--- config.mk ---
export PLATFORM = sky130hd
export DESIGN_NAME = modular_exponentiation_unit
export DESIGN_NICKNAME = d
export VERILOG_FILES = /design/src/rtl/core/mexp_pkg.sv /design/src/rtl/core/mexp_datapath.sv /design/src/rtl/core/mexp_ctrl.sv /design/src/rtl/core/modular_exponentiation_unit.sv
export SDC_FILE = /design/constraint.sdc
export NUM_CORES = 1
export LEC_CHECK = 0
export ABC_AREA = 1
export BUFFER_PORTS_ARGS = -buffer_cell sky130_fd_sc_hd__buf_2
export CAP_MARGIN = 10
export CORE_ASPECT_RATIO = 0.7
export CORE_UTILIZATION = 25
export CTS_CLUSTER_DIAMETER = 40
export CTS_CLUSTER_SIZE = 24
export DETAILED_ROUTE_END_ITERATION = 7
export SYNTH_ARGS = -nofsm -noshare
export SYNTH_HDL_FRONTEND = slang
export SYNTH_HIERARCHICAL = 1
export SYNTH_SLANG_ARGS = --single-unit
export TNS_END_PERCENT = 30
--- constraint.sdc ---
create_clock -name clk -period 6.3 [get_ports clk]
set_input_delay 0.945 -clock clk [delete_from_list [all_inputs] [get_ports clk]]
set_output_delay 0.945 -clock clk [all_outputs]
set_load 0.02 [all_outputs]
--- src/rtl/core/mexp_pkg.sv ---
package mexp_pkg;

  localparam int WORD_BITS_DEF = 31;
  localparam int CFG_IDX_BITS = 2;

  typedef logic [CFG_IDX_BITS-1:0] cfg_idx_t;

  localparam cfg_idx_t REG_EXPONENT = 2'd0;
  localparam cfg_idx_t REG_MODULUS  = 2'd1;

  typedef enum logic [2:0] {
    ST_IDLE,
    ST_REDUCE,
    ST_MUL_INIT,
    ST_MUL_RUN,
    ST_MUL_END,
    ST_FINISH
  } mexp_state_t;

  typedef struct packed {
    logic load;
    logic div_step;
    logic mul_init;
    logic mul_sel;
    logic mul_step;
    logic acc_write;
    logic e_shift;
    logic res_load;
  } mexp_cmd_t;

  typedef struct packed {
    logic expo_zero;
    logic mod_zero;
    logic ebit;
  } mexp_sts_t;

endpackage

--- src/rtl/core/mexp_datapath.sv ---
module mexp_datapath
  import mexp_pkg::*;
#(
  parameter int WORD_BITS = WORD_BITS_DEF
) (
  input  logic                 clk,
  input  logic                 rst_n,
  input  logic                 cfg_we,
  input  cfg_idx_t             cfg_index,
  input  logic [WORD_BITS-1:0] cfg_wdata,
  input  logic [WORD_BITS-1:0] in_message,
  input  mexp_cmd_t            cmd,
  output mexp_sts_t            sts,
  output logic [WORD_BITS-1:0] out_result
);

  localparam logic [WORD_BITS-1:0] ONE_W = {{(WORD_BITS-1){1'b0}}, 1'b1};

  logic [WORD_BITS-1:0] exp_key_r, exp_key_nxt;
  logic [WORD_BITS-1:0] mod_key_r, mod_key_nxt;
  logic [WORD_BITS-1:0] msg_sh_r, msg_sh_nxt;
  logic [WORD_BITS-1:0] rem_r, rem_nxt;
  logic [WORD_BITS-1:0] e_sh_r, e_sh_nxt;
  logic [WORD_BITS-1:0] acc_r, acc_nxt;
  logic [WORD_BITS-1:0] mcand_r, mcand_nxt;
  logic [WORD_BITS-1:0] mplier_r, mplier_nxt;
  logic [WORD_BITS-1:0] prod_r, prod_nxt;
  logic [WORD_BITS-1:0] result_r, result_nxt;

  logic [WORD_BITS:0]   mod_ext;
  logic [WORD_BITS:0]   div_t;
  logic [WORD_BITS-1:0] div_r;
  logic [WORD_BITS:0]   dbl;
  logic [WORD_BITS-1:0] dbl_red;
  logic [WORD_BITS:0]   sum;
  logic [WORD_BITS-1:0] sum_red;

  assign mod_ext = {1'b0, mod_key_r};

  always_comb begin
    div_t = {rem_r, msg_sh_r[WORD_BITS-1]};
    div_r = (div_t >= mod_ext) ? div_t[WORD_BITS-1:0] - mod_key_r : div_t[WORD_BITS-1:0];
    dbl = {prod_r, 1'b0};
    dbl_red = (dbl >= mod_ext) ? dbl[WORD_BITS-1:0] - mod_key_r : dbl[WORD_BITS-1:0];
    sum = {1'b0, dbl_red} + (mplier_r[WORD_BITS-1] ? {1'b0, mcand_r} : '0);
    sum_red = (sum >= mod_ext) ? sum[WORD_BITS-1:0] - mod_key_r : sum[WORD_BITS-1:0];
  end

  always_comb begin
    exp_key_nxt = exp_key_r;
    mod_key_nxt = mod_key_r;
    msg_sh_nxt  = msg_sh_r;
    rem_nxt     = rem_r;
    e_sh_nxt    = e_sh_r;
    acc_nxt     = acc_r;
    mcand_nxt   = mcand_r;
    mplier_nxt  = mplier_r;
    prod_nxt    = prod_r;
    result_nxt  = result_r;
    if (cfg_we && (cfg_index == REG_EXPONENT)) begin
      exp_key_nxt = cfg_wdata;
    end
    if (cfg_we && (cfg_index == REG_MODULUS)) begin
      mod_key_nxt = cfg_wdata;
    end
    if (cmd.load) begin
      msg_sh_nxt = in_message;
      rem_nxt    = '0;
      e_sh_nxt   = exp_key_r;
      acc_nxt    = (mod_key_r == ONE_W) ? '0 : ONE_W;
    end
    if (cmd.div_step) begin
      rem_nxt    = div_r;
      msg_sh_nxt = {msg_sh_r[WORD_BITS-2:0], 1'b0};
    end
    if (cmd.mul_init) begin
      mcand_nxt  = acc_r;
      mplier_nxt = cmd.mul_sel ? rem_r : acc_r;
      prod_nxt   = '0;
    end
    if (cmd.mul_step) begin
      prod_nxt   = sum_red;
      mplier_nxt = {mplier_r[WORD_BITS-2:0], 1'b0};
    end
    if (cmd.acc_write) begin
      acc_nxt = prod_r;
    end
    if (cmd.e_shift) begin
      e_sh_nxt = {e_sh_r[WORD_BITS-2:0], 1'b0};
    end
    if (cmd.res_load) begin
      if (exp_key_r == '0) begin
        result_nxt = ONE_W;
      end else if (mod_key_r == '0) begin
        result_nxt = '0;
      end else begin
        result_nxt = acc_r;
      end
    end
  end

  always_ff @(posedge clk) begin
    if (!rst_n) begin
      exp_key_r <= ONE_W;
      mod_key_r <= ONE_W;
    end else begin
      exp_key_r <= exp_key_nxt;
      mod_key_r <= mod_key_nxt;
    end
  end

  always_ff @(posedge clk) begin
    msg_sh_r <= msg_sh_nxt;
    rem_r    <= rem_nxt;
    e_sh_r   <= e_sh_nxt;
    acc_r    <= acc_nxt;
    mcand_r  <= mcand_nxt;
    mplier_r <= mplier_nxt;
    prod_r   <= prod_nxt;
    result_r <= result_nxt;
  end

  assign sts.expo_zero = (exp_key_r == '0);
  assign sts.mod_zero  = (mod_key_r == '0);
  assign sts.ebit      = e_sh_r[WORD_BITS-1];
  assign out_result    = result_r;

  a_rem_reduced: assert property (@(posedge clk) disable iff (!rst_n)
    cmd.div_step |=> (rem_r < mod_key_r))
    else $error("reduced message is not below the modulus");

  a_prod_reduced: assert property (@(posedge clk) disable iff (!rst_n)
    cmd.mul_step |=> (prod_r < mod_key_r))
    else $error("partial product is not below the modulus");

  a_acc_reduced: assert property (@(posedge clk) disable iff (!rst_n)
    cmd.acc_write |=> (acc_r < mod_key_r))
    else $error("accumulator is not below the modulus");

endmodule

--- src/rtl/core/mexp_ctrl.sv ---
module mexp_ctrl
  import mexp_pkg::*;
#(
  parameter int WORD_BITS = WORD_BITS_DEF
) (
  input  logic      clk,
  input  logic      rst_n,
  input  logic      in_valid,
  output logic      in_stall,
  output logic      out_valid,
  input  logic      out_stall,
  input  mexp_sts_t sts,
  output mexp_cmd_t cmd
);

  localparam int CNT_W = $clog2(WORD_BITS);
  localparam logic [CNT_W-1:0] LAST = CNT_W'(WORD_BITS - 1);

  mexp_state_t      state_r, state_nxt;
  logic [CNT_W-1:0] cnt_r, cnt_nxt;
  logic [CNT_W-1:0] ecnt_r, ecnt_nxt;
  logic             sel_r, sel_nxt;
  logic             out_valid_r, out_valid_nxt;

  always_ff @(posedge clk) begin
    if (!rst_n) begin
      state_r     <= ST_IDLE;
      cnt_r       <= '0;
      ecnt_r      <= '0;
      sel_r       <= 1'b0;
      out_valid_r <= 1'b0;
    end else begin
      state_r     <= state_nxt;
      cnt_r       <= cnt_nxt;
      ecnt_r      <= ecnt_nxt;
      sel_r       <= sel_nxt;
      out_valid_r <= out_valid_nxt;
    end
  end

  always_comb begin
    state_nxt     = state_r;
    cnt_nxt       = cnt_r;
    ecnt_nxt      = ecnt_r;
    sel_nxt       = sel_r;
    out_valid_nxt = out_valid_r;
    cmd           = '0;
    in_stall      = 1'b1;
    if (out_valid_r && !out_stall) begin
      out_valid_nxt = 1'b0;
    end
    case (state_r)
      ST_IDLE: begin
        in_stall = 1'b0;
        if (in_valid) begin
          cmd.load = 1'b1;
          cnt_nxt  = LAST;
          if (sts.expo_zero || sts.mod_zero) begin
            state_nxt = ST_FINISH;
          end else begin
            state_nxt = ST_REDUCE;
          end
        end
      end
      ST_REDUCE: begin
        cmd.div_step = 1'b1;
        if (cnt_r == '0) begin
          ecnt_nxt  = LAST;
          sel_nxt   = 1'b0;
          state_nxt = ST_MUL_INIT;
        end else begin
          cnt_nxt = cnt_r - 1'b1;
        end
      end
      ST_MUL_INIT: begin
        cmd.mul_init = 1'b1;
        cmd.mul_sel  = sel_r;
        cnt_nxt      = LAST;
        state_nxt    = ST_MUL_RUN;
      end
      ST_MUL_RUN: begin
        cmd.mul_step = 1'b1;
        if (cnt_r == '0) begin
          state_nxt = ST_MUL_END;
        end else begin
          cnt_nxt = cnt_r - 1'b1;
        end
      end
      ST_MUL_END: begin
        cmd.acc_write = 1'b1;
        if (!sel_r && sts.ebit) begin
          sel_nxt   = 1'b1;
          state_nxt = ST_MUL_INIT;
        end else begin
          cmd.e_shift = 1'b1;
          sel_nxt     = 1'b0;
          if (ecnt_r == '0) begin
            state_nxt = ST_FINISH;
          end else begin
            ecnt_nxt  = ecnt_r - 1'b1;
            state_nxt = ST_MUL_INIT;
          end
        end
      end
      ST_FINISH: begin
        if (!out_valid_r || !out_stall) begin
          cmd.res_load  = 1'b1;
          out_valid_nxt = 1'b1;
          state_nxt     = ST_IDLE;
        end
      end
      default: begin
        state_nxt = ST_IDLE;
      end
    endcase
  end

  assign out_valid = out_valid_r;

  a_accept_starts: assert property (@(posedge clk) disable iff (!rst_n)
    (in_valid && !in_stall) |=> (state_r != ST_IDLE))
    else $error("accepted transaction did not start work");

  a_cnt_range: assert property (@(posedge clk) disable iff (!rst_n)
    (cnt_r <= LAST) && (ecnt_r <= LAST))
    else $error("bit counter out of range");

  a_finish_delivers: assert property (@(posedge clk) disable iff (!rst_n)
    (state_r == ST_FINISH && (!out_valid_r || !out_stall)) |=> (out_valid_r && state_r == ST_IDLE))
    else $error("finished transaction not presented");

  a_result_held: assert property (@(posedge clk) disable iff (!rst_n)
    (out_valid_r && out_stall) |=> (out_valid_r && !$past(cmd.res_load)))
    else $error("stalled result overwritten");

endmodule

--- src/rtl/core/modular_exponentiation_unit.sv ---
// Modular exponentiation unit: result = message ** exponent mod modulus.
// The exponent and modulus key registers are written through the cfg_ port
// (index 0 exponent, index 1 modulus); the user must write them only while
// no transaction is in flight, which the block itself does not enforce.
// Input transactions arrive on in_valid/in_stall with in_message; each one
// produces exactly one result transaction on out_valid/out_stall.
// The message is first reduced by a restoring remainder loop over all
// WORD_BITS message bits. Then every exponent bit, most significant first,
// costs one modular squaring plus one modular multiply when the bit is set.
// Each modular multiply runs on the shared shift-add-reduce unit. A zero
// exponent or zero modulus skips both loops and goes to the finish state.
// One transaction is processed at a time; a new message is accepted as soon
// as the previous one has finished, even while its result still waits.
// When the receiver stalls, the result stays on out_result and a finished
// transaction waits until the output register is free.
// Reset sets both key registers to 1 and clears all valid state.
module modular_exponentiation_unit
  import mexp_pkg::*;
#(
  parameter int WORD_BITS = WORD_BITS_DEF
) (
  input  logic                 clk,
  input  logic                 rst_n,
  input  logic                 cfg_we,
  input  cfg_idx_t             cfg_index,
  input  logic [WORD_BITS-1:0] cfg_wdata,
  input  logic                 in_valid,
  output logic                 in_stall,
  input  logic [WORD_BITS-1:0] in_message,
  output logic                 out_valid,
  input  logic                 out_stall,
  output logic [WORD_BITS-1:0] out_result
);

  mexp_cmd_t cmd;
  mexp_sts_t sts;

  mexp_ctrl #(
    .WORD_BITS(WORD_BITS)
  ) u_ctrl (
    .clk      (clk),
    .rst_n    (rst_n),
    .in_valid (in_valid),
    .in_stall (in_stall),
    .out_valid(out_valid),
    .out_stall(out_stall),
    .sts      (sts),
    .cmd      (cmd)
  );

  mexp_datapath #(
    .WORD_BITS(WORD_BITS)
  ) u_datapath (
    .clk       (clk),
    .rst_n     (rst_n),
    .cfg_we    (cfg_we),
    .cfg_index (cfg_index),
    .cfg_wdata (cfg_wdata),
    .in_message(in_message),
    .cmd       (cmd),
    .sts       (sts),
    .out_result(out_result)
  );

endmodule

==> key figures <==
Status
  – Outcome: finished clean

STA
  – Slew HR: 0.306
  – Fmax: 166 MHz
  – Max-slew violation count: 0
  – TNS Setup: 0 ns
  – Final hold violations: 0
  – Worst-Margin Slew: 1.04 ns
  – Worst setup slack after layout: roughly 0.27 ns
  – RSZ-0062 raised after global routing: false
  – # setup viols final: 0
  – Setup Skew: 0.0372 ns
  – Fin crit period: 6.03 ns
  – Crit share post-route: 0.957

Critical path
  – Crit Path Max Fanout: 44
  – Reg2reg end: u_datapath/prod_r[20]$_SDFFCE_PN0P_
  – Reg2Reg Depth: 29
  – Most used cell, CP: nand2_1
  – CP arrival: 6.37 ns
  – Reg2reg start: u_datapath/prod_r[4]$_SDFFCE_PN0P_
  – CP required: 6.64 ns
  – Crit end category: flop
  – WS Path Type: reg2reg
  – Worst Setup Start Kind: flop
  – Slowest stage delay, CP: 0.59 ns
  – R2R Setup Slk: ~0.27 ns
  – Slowest CP cell: xor2_1

Cells and area
  – Post-Layout Cell Count: 4,394
  – Final instance area: 26,300 um^2
  – Syn-to-layout area delta: 18.8%
  – Most frequent cells in the layout: nand2_1 (852), nor2_1 (388), inv_1 (378)
  – Multi-input gate area: between 10,000 and 15,000 um^2
  – Share of layout cells above drive strength 1: 0.109
  – Most common cell after layout, fill and taps aside: nand2_1
  – Fill cells: 9,464
  – Final nets: 3,397
  – Sequential standard cell area: 8960 um^2

Logic synthesis
  – Post-synth EDFFs: 245
  – Post-synth top area cell: edfxtp_1
  – Ranking of synthesized cells by area: edfxtp_1 (33%), nand2_1 (15%), dfxtp_1 (7.2%)
  – Total number of yosys warnings: 6
  – Synth cell types: 50
  – Gate Count Post-Synth: 3,052
  – Seq/Total Area, Yosys: 0.404
  – Top cell type's share of synthesized area: 0.332
  – Cell Area, Synth: 22,200 um^2
  – Synth Area per Inst: 7.26 um^2
  – Yosys reg bits: 325
  – Ys async rst share: 0
  – Syn_nets: roughly 3.3k
  – Synth Flop Type: edfxtp_1

GRT
  – Global-route wire length before repair: ~120 mm
  – GR Overflow Total: 0
  – Antenna violations before repair: 3
  – Total track usage: 0.182
  – Largest net degree at the start of global routing: 67
  – Vias in the first global route: 19.7k

Detailed routing
  – Total number of vias: 21.3k
  – Drt drc: 0
  – Avg WL per Cell: 18.9 um
  – Initial drt markers: ~2.2k
  – Final ANT Viol Nets: 0
  – DRT Pass-1 Iters: 6
  – Via/cell ratio: between 4 and 5
  – Final WL: 82.9 mm

CTS
  – CTS H-tree depth: 2
  – Clock Latency Late Sink: 0.62 ns
  – CTS clk-pin slew, worst paths: 0.05 ns
  – Cts hold-fix bufs: 0
  – CTS tree: built
  – CTS root buf: clkbuf_16
  – Cts bufs inserted: 52
  – CTS Sinks: 325
  – Clk buf depth: 3

Die
  – Die Wd: between 300 and 400 um
  – Die height: 251 um
  – Ports: around 100
  – Core ar.: 86,900 um^2
  – Initial core utilization: 0.255
  – Die area: 89,900 um^2
  – Rows: 90

Place
  – HPWL after DPL: 66.1 mm
  – DP Worst Slack: 0.177 ns
  – DP Area: around 24,000 um^2
  – Global placement routability congestion: a little over 1
  – Post-Place Cells: 4,290
  – I/O Buffers: 101

Hold path
  – Hold Path Origin: u_ctrl/ecnt_r[0]$_SDFFE_PN0P_
  – Worst Hold Depth: 2
  – Min-delay worst type: reg2reg
  – Hold EP: u_ctrl/ecnt_r[0]$_SDFFE_PN0P_

Power and ir drop
  – Int Power: roughly 7900 uW
  – Peak VDD IR: 283 uV
  – Seq pwr share: 0.215
  – Combinational Power Share: 0.596
  – Clock group share of total power: 0.189
  – Leakage dissipation: roughly 0.012 uW
  – Sw Ratio: 0.511
  – Net Sw Power: 8220 uW
  – PwrDens: 611 nW/um^2
  – Total power: ~16,000 uW

Run
  – # Max-Cap Violations: 0
==> worst max-delay path by stage <==
stage / startpoint / end / depth (start not counted)
global placement: u_datapath/prod_r[11]$_SDFFCE_PN0P_ / u_datapath/prod_r[29]$_SDFFCE_PN0P_ / 30
CTS: u_datapath/prod_r[11]$_SDFFCE_PN0P_ / u_datapath/prod_r[30]$_SDFFCE_PN0P_ / 31
finish: u_datapath/prod_r[4]$_SDFFCE_PN0P_ / u_datapath/prod_r[20]$_SDFFCE_PN0P_ / 29
floorplan: u_datapath/mod_key_r[0]$_SDFFE_PN1P_ / u_datapath/prod_r[8]$_SDFFCE_PN0P_ / 36
detailed placement: u_datapath/prod_r[11]$_SDFFCE_PN0P_ / u_datapath/prod_r[13]$_SDFFCE_PN0P_ / 31
global route: u_datapath/mod_key_r[11]$_SDFFE_PN0P_ / u_datapath/prod_r[28]$_SDFFCE_PN0P_ / 33
==> sequential cells by signal (all words and copies together), names as in the netlist <==
name and flops:
u_ctrl/ecnt_r 5, u_datapath/msg_sh_r 31, u_ctrl/sel_r 1, u_datapath/exp_key_r 31, u_datapath/e_sh_r 31, u_datapath/mcand_r 31
u_ctrl/out_valid 1, u_datapath/prod_r 31, u_ctrl/state_r 3, u_datapath/out_result 31, u_datapath/acc_r 31, u_datapath/mod_key_r 31
u_datapath/rem_r 31, u_ctrl/cnt_r 5, u_datapath/mplier_r 31
==> critical path, delay by kind of cell (launching register included) <==
| kind | cells | cell delay (ns) |
|---|---|---|
| buffers and inverters | 3 | 0.30 |
| adders and majority gates | 3 | 1.21 |
| xor gates and xnor gates | 2 | 0.78 |
| AOI/OAI and AO/OA | 5 | 1.07 |
| and+or+nand+nor | 16 | 1.87 |
| DFF | 1 | 0.49 |
==> cell families (layout without fill, tap and decap cells) <==
family / count (synthesis) / after routing / synth area share
AOI/OAI and AO/OA: 493 / 493 / 0.120
and+or+nand+nor: 1560 / 1560 / 0.291
adders and majority gates: 130 / 130 / 0.0747
DFF: 325 / 325 / 0.404
xor gates and xnor gates: 70 / 70 / 0.0277
buffers and inverters: 474 / 664 / 0.0834
other: 0 / 2 / 0
==> Yosys cell counts (12+ instances only) <==
cell type and number:
inv_1 379, dfxtp_1 80, nor2_1 393, o21ai_1 16, a21o_1 16, o21bai_1 22
a21oi_1 194, nor3_1 28, nand2_1 861, o21ai_0 215, nand3_1 190, ha_1 126
edfxtp_1 245, nor4_1 12, clkbuf_1 65, xnor2_1 28, nand4_1 28, xor2_1 42
==> routing by layer <==
| metal | track usage | share of wire | vias to the layer above |
|---|---|---|---|
| met5 | 0 | 0 | - |
| met2 | 0.241 | 0.38 | 914 |
| met1 | 0.281 | 0.49 | 10000 |
| met4 | 0.0400 | 0.019 | 0 |
| met3 | 0.0552 | 0.11 | 92 |
| li1 | - | - | 10300 |
==> stage by stage <==
step	hold WS, ns	util
after floorplan	0.441	-
after global placement	0.454	0.280
after detailed placement	0.458	0.280
after CTS	0.470	0.302
after global routing	0.489	0.303
final	0.468	0.303
==> final cells by class <==
| class | count | share of cell area |
|---|---|---|
| clock inverters | 38 | 0.0178 |
| flip-flops and latches | 325 | 0.340 |
| repair buffers | 178 | 0.0421 |
| multi-input cells | 2253 | 0.436 |
| inverters | 388 | 0.0556 |
| diodes | 2 | 0.000190 |
| well taps | 1150 | 0.0546 |
| clock buffers | 60 | 0.0537 |
==> power by group through the flow <==
stage	Clock (uW)	Sequential (uW)	Combinational, uW
global placement	0	3480	9190
detailed placement	0	3480	9110
finish	3040	3460	9590
CTS	3100	3450	9170
floorplan	0	3270	6390
global route	3190	3510	10500
==> repair_timing <==
item                       CTS  global route
hold endpoints to repair     0             0
setup endpoints to repair    0            31
buffers inserted             0             4
resized for setup            0            28
Power figures use the tool's default switching activity.
